===== config.mk =====
export PLATFORM = sky130hd
export DESIGN_NAME = mp3_player_command_controller_core
export DESIGN_NICKNAME = d
export VERILOG_FILES = /design/src/rtl/core/mpcc_pkg.sv /design/src/rtl/core/mp3_player_command_controller_core.sv
export SDC_FILE = /design/constraint.sdc
export NUM_CORES = 1
export LEC_CHECK = 0
export ABC_AREA = 0
export BUFFER_PORTS_ARGS = -buffer_cell sky130_fd_sc_hd__buf_2
export CAP_MARGIN = 20
export CORE_MARGIN = 2
export CORE_UTILIZATION = 45
export CTS_CLUSTER_DIAMETER = 30
export DETAILED_ROUTE_END_ITERATION = 12
export PLACE_DENSITY = 0.59
export RECOVER_POWER = 50
export SLEW_MARGIN = 30
export SYNTH_ARGS = -nofsm -noshare
export SYNTH_HDL_FRONTEND = slang
export SYNTH_SLANG_ARGS = --single-unit

===== constraint.sdc =====
create_clock -name aclk -period 8.2 [get_ports aclk]
set_input_delay 0.82 -clock aclk [delete_from_list [all_inputs] [get_ports aclk]]
set_output_delay 0.82 -clock aclk [all_outputs]
set_load 0.02 [all_outputs]

===== src/rtl/core/mpcc_pkg.sv =====
`default_nettype none

package mpcc_pkg;

    // Event codes carried in the func field.
    typedef enum logic [3:0] {
        FUNC_INIT       = 4'd0,
        FUNC_PLAY_PAUSE = 4'd1,
        FUNC_NEXT       = 4'd2,
        FUNC_PREV       = 4'd3,
        FUNC_VOL_UP     = 4'd4,
        FUNC_VOL_DOWN   = 4'd5,
        FUNC_RANDOM     = 4'd6,
        FUNC_SELECT     = 4'd7,
        FUNC_BUSY       = 4'd8
    } func_code_t;

    typedef struct packed {
        logic [3:0]  func;
        logic        busy_level;
        logic [11:0] track_choice;
        logic [15:0] random_value;
    } mpcc_in_t;

    typedef struct packed {
        logic [7:0]  frame_byte;
        logic        last_byte;
        logic [11:0] track_now;
        logic [4:0]  volume_now;
        logic        paused_now;
    } mpcc_out_t;

    // Frame framing bytes and player commands.
    localparam logic [7:0] FRAME_START   = 8'h7E;
    localparam logic [7:0] FRAME_VERSION = 8'hFF;
    localparam logic [7:0] FRAME_LENGTH  = 8'h06;
    localparam logic [7:0] FRAME_END     = 8'hEF;
    localparam logic [7:0] CMD_VOLUME    = 8'h06;
    localparam logic [7:0] CMD_PAUSE     = 8'h0E;
    localparam logic [7:0] CMD_RESUME    = 8'h0D;
    localparam logic [7:0] CMD_PLAY      = 8'h12;
    localparam logic [7:0] CMD_STOP      = 8'h16;

    localparam logic [4:0]  VOL_MAX        = 5'd30;
    localparam logic [4:0]  VOL_STEP       = 5'd5;
    localparam logic [4:0]  VOL_RESET      = 5'd5;
    localparam logic [11:0] TRACK_RESET    = 12'd1;
    localparam logic [11:0] TRACK_CNT_RESET = 12'd4;
    localparam logic [3:0]  FRAME_LAST_IDX = 4'd9;
    localparam logic [3:0]  DIV_LAST_STEP  = 4'd15;

    typedef enum logic [2:0] {
        OP_NONE,
        OP_ACCEPT,
        OP_DIV_INIT,
        OP_DIV_STEP,
        OP_EXEC,
        OP_EMIT,
        OP_NEXT_FRAME
    } uop_op_t;

    typedef enum logic [2:0] {
        COND_NEVER,
        COND_ALWAYS,
        COND_NOT_VALID,
        COND_NOT_RANDOM,
        COND_DIV_MORE,
        COND_NO_FRAME,
        COND_BYTE_MORE,
        COND_TWO_FRAMES
    } uop_cond_t;

    typedef struct packed {
        uop_op_t    op;
        uop_cond_t  cond;
        logic [2:0] target;
    } uop_t;

    // Microprogram: one control word per step, jump taken when cond holds.
    localparam uop_t UCODE [8] = '{
        '{op: OP_ACCEPT,     cond: COND_NOT_VALID,  target: 3'd0},
        '{op: OP_DIV_INIT,   cond: COND_NOT_RANDOM, target: 3'd3},
        '{op: OP_DIV_STEP,   cond: COND_DIV_MORE,   target: 3'd2},
        '{op: OP_EXEC,       cond: COND_NO_FRAME,   target: 3'd0},
        '{op: OP_EMIT,       cond: COND_BYTE_MORE,  target: 3'd4},
        '{op: OP_NEXT_FRAME, cond: COND_TWO_FRAMES, target: 3'd4},
        '{op: OP_NONE,       cond: COND_ALWAYS,     target: 3'd0},
        '{op: OP_NONE,       cond: COND_ALWAYS,     target: 3'd0}
    };

endpackage

`default_nettype wire


===== src/rtl/core/mp3_player_command_controller_core.sv =====
// Command controller for a serial MP3 player module.
// The s_ channel takes one event word (func, busy_level, track_choice,
// random_value); the m_ channel gives out the command frame bytes it causes,
// one byte per word, with last_byte set on the final byte of the event and
// the track, volume and paused state after the event on every byte.
// An event yields none, one or two 10-byte frames (init gives two).
// Events are taken one at a time: s_ready is high only while the sequencer
// waits on its accept step. After acceptance the exec step computes the new
// state and the emit step then loads the first byte into the output register;
// a random event first passes a restoring divider that retires one quotient
// bit per cycle, and its remainder gives the track. The emit step sends the
// bytes of each frame in order, then the sequencer returns to its accept step.
// A single output register holds the current byte; when the receiver
// stalls the sequencer holds on its emit step and no byte is lost.
// cfg_wr_en registers cfg_wr_data into track_count (reset value 4).
// Reset (aresetn low, synchronous) restores track 1, volume 5, not paused,
// last busy level 1, and empties the output register.
`default_nettype none

module mp3_player_command_controller_core
    import mpcc_pkg::*;
(
    input  wire logic       aclk,
    input  wire logic       aresetn,
    input  wire logic       cfg_wr_en,
    input  wire logic [11:0] cfg_wr_data,
    input  wire logic       s_valid,
    output logic            s_ready,
    input  wire mpcc_in_t   s_data,
    output logic            m_valid,
    input  wire logic       m_ready,
    output mpcc_out_t       m_data
);

    typedef struct packed {
        logic [11:0] track;
        logic [4:0]  volume;
        logic        paused;
        logic        last_busy;
        logic        frame;
        logic        two;
        logic [7:0]  cmd;
        logic [7:0]  p1;
        logic [7:0]  p2;
    } exec_t;

    logic [2:0]  pc_reg, pc_next;
    uop_t        uop;

    logic [11:0] track_count_reg;
    logic [11:0] track_reg;
    logic [4:0]  volume_reg;
    logic        paused_reg;
    logic        last_busy_reg;

    mpcc_in_t    in_reg;
    logic [15:0] dvd_reg;
    logic [11:0] rem_reg, rem_next;
    logic [3:0]  div_cnt_reg;

    logic [7:0]  cmd_reg, p1_reg, p2_reg;
    logic        two_reg;
    logic [3:0]  byte_idx_reg;

    logic        m_valid_reg;
    mpcc_out_t   m_data_reg;

    logic [11:0] count_eff;
    logic [12:0] rem_shift;
    exec_t       ex;
    logic        out_free;
    logic        hold;
    logic        jump;
    logic [15:0] chk_sum;
    logic [15:0] chk;
    logic [7:0]  cur_byte;

    assign uop       = UCODE[pc_reg];
    assign count_eff = (track_count_reg == 12'd0) ? 12'd1 : track_count_reg;
    assign out_free  = !m_valid_reg || m_ready;
    assign hold      = (uop.op == OP_EMIT) && !out_free;
    assign s_ready   = (uop.op == OP_ACCEPT);
    assign m_valid   = m_valid_reg;
    assign m_data    = m_data_reg;

    // One restoring division step: the remainder stays below count_eff.
    assign rem_shift = {rem_reg, dvd_reg[15]};
    assign rem_next  = (rem_shift >= {1'b0, count_eff})
                     ? 12'(rem_shift - {1'b0, count_eff}) : rem_shift[11:0];

    always_comb begin
        logic [12:0] nxt;
        logic [11:0] nxt_track;
        logic [5:0]  vol_up;
        nxt       = {1'b0, track_reg} + 13'd1;
        nxt_track = (nxt > {1'b0, count_eff}) ? 12'd1 : nxt[11:0];
        vol_up    = {1'b0, volume_reg} + {1'b0, VOL_STEP};
        ex.track     = track_reg;
        ex.volume    = volume_reg;
        ex.paused    = paused_reg;
        ex.last_busy = last_busy_reg;
        ex.frame     = 1'b0;
        ex.two       = 1'b0;
        ex.cmd       = CMD_PLAY;
        ex.p1        = 8'h00;
        ex.p2        = 8'h00;
        case (in_reg.func)
            FUNC_INIT: begin
                ex.frame  = 1'b1;
                ex.two    = 1'b1;
                ex.cmd    = CMD_VOLUME;
                ex.p2     = {3'b000, volume_reg};
                ex.track  = TRACK_RESET;
                ex.paused = 1'b0;
            end
            FUNC_PLAY_PAUSE: begin
                ex.frame = 1'b1;
                if (in_reg.busy_level && !paused_reg) begin
                    ex.cmd = CMD_PLAY;
                end else if (!in_reg.busy_level && !paused_reg) begin
                    ex.cmd    = CMD_PAUSE;
                    ex.paused = 1'b1;
                end else begin
                    ex.cmd    = CMD_RESUME;
                    ex.paused = 1'b0;
                end
            end
            FUNC_NEXT: begin
                ex.frame = 1'b1;
                ex.track = nxt_track;
            end
            FUNC_PREV: begin
                ex.frame = 1'b1;
                ex.track = (track_reg <= 12'd1) ? count_eff : 12'(track_reg - 12'd1);
            end
            FUNC_VOL_UP: begin
                if (volume_reg < VOL_MAX) begin
                    ex.frame  = 1'b1;
                    ex.cmd    = CMD_VOLUME;
                    ex.volume = (vol_up > {1'b0, VOL_MAX}) ? VOL_MAX : vol_up[4:0];
                    ex.p2     = {3'b000, ex.volume};
                end
            end
            FUNC_VOL_DOWN: begin
                if (volume_reg != 5'd0) begin
                    ex.frame  = 1'b1;
                    ex.cmd    = CMD_VOLUME;
                    ex.volume = (volume_reg < VOL_STEP) ? 5'd0
                              : 5'(volume_reg - VOL_STEP);
                    ex.p2     = {3'b000, ex.volume};
                end
            end
            FUNC_RANDOM: begin
                ex.frame = 1'b1;
                ex.track = 12'(rem_reg + 12'd1);
            end
            FUNC_SELECT: begin
                ex.frame = 1'b1;
                ex.track = (in_reg.track_choice >= count_eff) ? count_eff
                         : 12'(in_reg.track_choice + 12'd1);
            end
            FUNC_BUSY: begin
                if (!last_busy_reg && in_reg.busy_level && !paused_reg) begin
                    ex.frame = 1'b1;
                    ex.track = nxt_track;
                end
                ex.last_busy = in_reg.busy_level;
            end
            default: begin
                ex.frame = 1'b0;
            end
        endcase
        // Every play command carries the new track and clears the pause.
        if (ex.frame && ex.cmd == CMD_PLAY) begin
            ex.p1     = {4'h0, ex.track[11:8]};
            ex.p2     = ex.track[7:0];
            ex.paused = 1'b0;
        end
    end

    assign chk_sum = 16'(FRAME_VERSION) + 16'(FRAME_LENGTH) + 16'(cmd_reg)
                   + 16'(p1_reg) + 16'(p2_reg);
    assign chk     = 16'(16'd0 - chk_sum);

    always_comb begin
        case (byte_idx_reg)
            4'd0:    cur_byte = FRAME_START;
            4'd1:    cur_byte = FRAME_VERSION;
            4'd2:    cur_byte = FRAME_LENGTH;
            4'd3:    cur_byte = cmd_reg;
            4'd4:    cur_byte = 8'h00;
            4'd5:    cur_byte = p1_reg;
            4'd6:    cur_byte = p2_reg;
            4'd7:    cur_byte = chk[15:8];
            4'd8:    cur_byte = chk[7:0];
            default: cur_byte = FRAME_END;
        endcase
    end

    always_comb begin
        case (uop.cond)
            COND_NEVER:      jump = 1'b0;
            COND_ALWAYS:     jump = 1'b1;
            COND_NOT_VALID:  jump = !s_valid;
            COND_NOT_RANDOM: jump = (in_reg.func != FUNC_RANDOM);
            COND_DIV_MORE:   jump = (div_cnt_reg != DIV_LAST_STEP);
            COND_NO_FRAME:   jump = !ex.frame;
            COND_BYTE_MORE:  jump = (byte_idx_reg != FRAME_LAST_IDX);
            COND_TWO_FRAMES: jump = two_reg;
            default:         jump = 1'b0;
        endcase
        if (hold) begin
            pc_next = pc_reg;
        end else if (jump) begin
            pc_next = uop.target;
        end else begin
            pc_next = 3'(pc_reg + 3'd1);
        end
    end

    always_ff @(posedge aclk) begin
        if (!aresetn) begin
            pc_reg          <= 3'd0;
            track_count_reg <= TRACK_CNT_RESET;
            track_reg       <= TRACK_RESET;
            volume_reg      <= VOL_RESET;
            paused_reg      <= 1'b0;
            last_busy_reg   <= 1'b1;
            two_reg         <= 1'b0;
            byte_idx_reg    <= 4'd0;
            div_cnt_reg     <= 4'd0;
            m_valid_reg     <= 1'b0;
        end else begin
            pc_reg <= pc_next;
            if (cfg_wr_en) begin
                track_count_reg <= cfg_wr_data;
            end
            // On the emit step the output register is refilled whenever it is free.
            if (m_valid_reg && m_ready && uop.op != OP_EMIT) begin
                m_valid_reg <= 1'b0;
            end
            case (uop.op)
                OP_ACCEPT: begin
                    if (s_valid) begin
                        in_reg <= s_data;
                    end
                end
                OP_DIV_INIT: begin
                    dvd_reg     <= in_reg.random_value;
                    rem_reg     <= 12'd0;
                    div_cnt_reg <= 4'd0;
                end
                OP_DIV_STEP: begin
                    dvd_reg     <= {dvd_reg[14:0], 1'b0};
                    rem_reg     <= rem_next;
                    div_cnt_reg <= 4'(div_cnt_reg + 4'd1);
                end
                OP_EXEC: begin
                    track_reg     <= ex.track;
                    volume_reg    <= ex.volume;
                    paused_reg    <= ex.paused;
                    last_busy_reg <= ex.last_busy;
                    two_reg       <= ex.two;
                    cmd_reg       <= ex.cmd;
                    p1_reg        <= ex.p1;
                    p2_reg        <= ex.p2;
                    byte_idx_reg  <= 4'd0;
                end
                OP_EMIT: begin
                    if (out_free) begin
                        m_valid_reg           <= 1'b1;
                        m_data_reg.frame_byte <= cur_byte;
                        m_data_reg.last_byte  <= (byte_idx_reg == FRAME_LAST_IDX)
                                                 && !two_reg;
                        m_data_reg.track_now  <= track_reg;
                        m_data_reg.volume_now <= volume_reg;
                        m_data_reg.paused_now <= paused_reg;
                        byte_idx_reg <= (byte_idx_reg == FRAME_LAST_IDX) ? 4'd0
                                      : 4'(byte_idx_reg + 4'd1);
                    end
                end
                OP_NEXT_FRAME: begin
                    // Only init sends a second frame: the stop command.
                    if (two_reg) begin
                        two_reg <= 1'b0;
                        cmd_reg <= CMD_STOP;
                        p1_reg  <= 8'h00;
                        p2_reg  <= 8'h00;
                    end
                end
                default: begin
                end
            endcase
        end
    end

endmodule

`default_nettype wire


==> metrics.txt <==
Final setup viols 0; Internal Power ~1.8 mW; Max-Cap Viols 2; CTS tree built; global router's overall resource usage 0.2372; Routed Wire Length approximately 27,000 um; number of setup buffers added after CTS 0; Switching Fraction 0.3697; Final Cycle Share 0.4694; worst vdd ir between 0.00015 and 0.0002 V; Avg Cell Area, Syn 9.223 um2; Final Core Density 0.5024; max FFs per register 33; FP Rows 54; CP Data Arrival Time between 3000 and 4000 ps; post-synthesis cell type count 80; clk_skew approximately 12 ps; clk sinks around 150; Yosys reg bits 149; H-tree Lvls 4; worst endpoint required time roughly 8300 ps; crit path time final roughly 3800 ps; die area between 0.02 and 0.025 mm2; failing checks capacitance limit, slew limit; Pre-Repair DR Iteration Count 6; hold path startpoint div_cnt_reg[3]$_SDFFE_PN0N_; Synth Warn # 0; RSZ-0062 raised after global routing no; core area approximately 0.022 mm2; status complete, but fails checks; Reg power frac 0.383; leakage 4.091 nW; CTS Buf Count 17; Hold Fails Final Rpt 0; clk buf depth 2; Clk pin slew, worst setup/hold paths 70 ps; number of nets still failing antenna checks after routing 0; IO Count 79; cts repair resizes 0; largest net degree at the start of global routing 34; ys async rst share 0; Clock power frac 0.289; gp weighted congestion about 0.94; clk_lat worst skew roughly 430 ps; TNS Setup 0 ps; Worst-Margin Slew 1628 ps; first-pass GRT wire length approximately 42,000 um; fin. max-slew vios 63; Vias per Instance roughly 5.8; WL/cell roughly 19 um; Critical path origin track_reg[2]$_SDFFE_PN0P_; Slew HR -0.08536; fmax about 260 MHz; Power Dens Cells about 260 mW/mm2; gr ovfl total 0; vias in the first global route 7,507; CP max FO 15; CP Capture Type register; layout cells sized above 1 0.1031; CP Class register to register; Nets 1,231; Root Buffer clkbuf_16; Die Y between 150 and 200 um; Startpoint Class register; share of the synthesized area in the top cell type 0.3213; number of synthesized flops with an enable pin roughly 110; ys flop type edfxtp_1; Hold Buf Count CTS 0; syn nets 1,183; combinational power share 0.328; diode count 0; vias post-DR 8,105; Net Sw Power 1.042 mW; dominant cell type by area after synthesis edfxtp_1; P&R area growth vs syn 10.70%; initial antenna violation count 0; Crit Reg-Reg Startpoint track_reg[2]$_SDFFE_PN0P_; Final HPWL DP slightly below 20,000 um; DR DRC count 0; Post-Syn Area 0.009813 mm2; Post-Syn Instances between 1,000 and 1,500; Hold Crit Class register to register; initial core utilization 0.4539; Port Buffers between 70 and 80; Starting DRT DRC Count around 830; ranking of synthesized cells by area edfxtp_1 32%, dfxtp_1 9.0%, ha_1 7.9%, nand2_1 4.6%, o21ai_0 3.8%; post-synthesis sequential area ratio 0.4111; Die W around 150 um
==> metal layers <==
metal  GRT usage  share of wire  vias up
met3     0.04760          0.061       51
met5           0              0        -
met2      0.3811           0.46      263
li1            -              -     4017
met1      0.3215           0.45     3774
met4     0.07778          0.027        0
==> power groups by stage <==
stage | clock network, mW | logic [mW] | registers, mW
global placement | 0 | 0.918 | 1.09
CTS | 0.831 | 0.924 | 1.08
floorplan | 0 | 0.708 | 1.04
detailed placement | 0 | 0.922 | 1.09
finish | 0.813 | 0.925 | 1.08
global route | 0.860 | 1.04 | 1.09
==> critical path: stages (launching register included) <==
cell and delay, ps:
dfxtp_1 680, and4_2 360, and3_1 230, nand3_1 110
xnor2_1 210, ha_1 330, nand3_1 110, nor4_1 290
a31o_2 200, a31oi_1 100, a2111oi_0 790, o21ai_1 170
==> cell type report <==
class	count	area, um2
Clock buffer	17	425.4
Clock inverter	15	183.9
Fill cell	2055	10760
Inverter	52	195.2
Multi-Input combinational cell	803	5245
Sequential cell	149	4034
Tap cell	280	350.3
Timing Repair Buffer	89	429.2
==> synthesized netlist by cell type, types with 3 or more instances <==
cell,n
or2_2,9
mux2i_1,22
a211oi_1,8
clkbuf_8,4
nor2b_1,8
nand2b_1,16
or3_1,4
nor4_1,8
a21oi_1,65
and3_1,13
a21boi_0,5
o211ai_1,16
inv_1,52
o22ai_1,7
a221oi_1,9
edfxtp_1,105
dfxtp_1,44
xor2_1,16
nor2_1,86
nand3b_1,9
clkbuf_1,38
a31oi_1,19
a32oi_1,3
buf_4,4
buf_2,3
and4_1,3
nand3_1,40
a31o_2,3
o31ai_1,8
o31a_1,6
fa_1,7
and2_1,6
nand2_1,121
a21o_1,10
o21a_1,8
nand4_1,15
ha_1,62
buf_1,4
a2111oi_0,3
xnor2_1,32
a41oi_1,6
o21ai_0,75
nand4b_1,3
nor3_1,25
buf_6,6
==> cells in the final DEF (no fill, tap or decap), types with 8 or more instances in the layout <==
cell | synthesis | final
a21oi_1 | 65 | 65
a211oi_1 | 8 | 8
buf_2 | 3 | 49
nand2_1 | 121 | 121
inv_1 | 52 | 52
and3_1 | 13 | 13
clkbuf_16 | 1 | 17
nor3_1 | 25 | 24
xor2_1 | 16 | 16
o21ai_0 | 75 | 75
nor4_1 | 8 | 8
o211ai_1 | 16 | 16
nand3_1 | 40 | 40
or2_2 | 9 | 9
nand4_1 | 15 | 15
ha_1 | 62 | 62
nand2b_1 | 16 | 16
o21a_1 | 8 | 8
nor2b_1 | 8 | 8
buf_4 | 4 | 9
edfxtp_1 | 105 | 105
xnor2_1 | 32 | 32
a221oi_1 | 9 | 9
dfxtp_1 | 44 | 44
nand3b_1 | 9 | 9
clkbuf_1 | 38 | 31
a31oi_1 | 19 | 19
nor2_1 | 86 | 85
a21o_1 | 10 | 10
o31ai_1 | 8 | 8
mux2i_1 | 22 | 22
==> worst paths after layout <==
kind / endpoint / slack (ps) / cells past startpoint
worst max-delay path: p2_reg[0]$_SDFFCE_PP0P_ / 4350 / 11
worst min-delay path: div_cnt_reg[3]$_SDFFE_PN0N_ / 480 / 1
worst max register to register: p2_reg[0]$_SDFFCE_PP0P_ / 4350 / 11
worst min register to register: div_cnt_reg[3]$_SDFFE_PN0N_ / 480 / 1
==> cells by family after synthesis <==
family	count (synthesis)	share of synthesized area
xor gates and xnor gates	48	0.04284
DFF	149	0.4111
AOI/OAI and AO/OA	280	0.1839
muxes	22	0.02244
and+or+nand+nor	384	0.1909
buffers and inverters	112	0.05559
adders and majority gates	69	0.09333
==> through the flow <==
step	hold WS (ps)	instances	setup WS (ps)	instance area, um2	power (mW)
4_1_cts	479.6	1405	4475	10910	2.833
6_report	479.3	1405	4351	10860	2.818
5_1_grt	486.9	1405	4059	10860	2.991
2_1_floorplan	409.5	1064	5061	9813	1.749
3_5_place_dp	466.9	1373	4509	10300	2.015
3_3_place_gp	450.1	1373	4552	10300	2.009
Note: power is estimated with default switching activity, not from simulation.
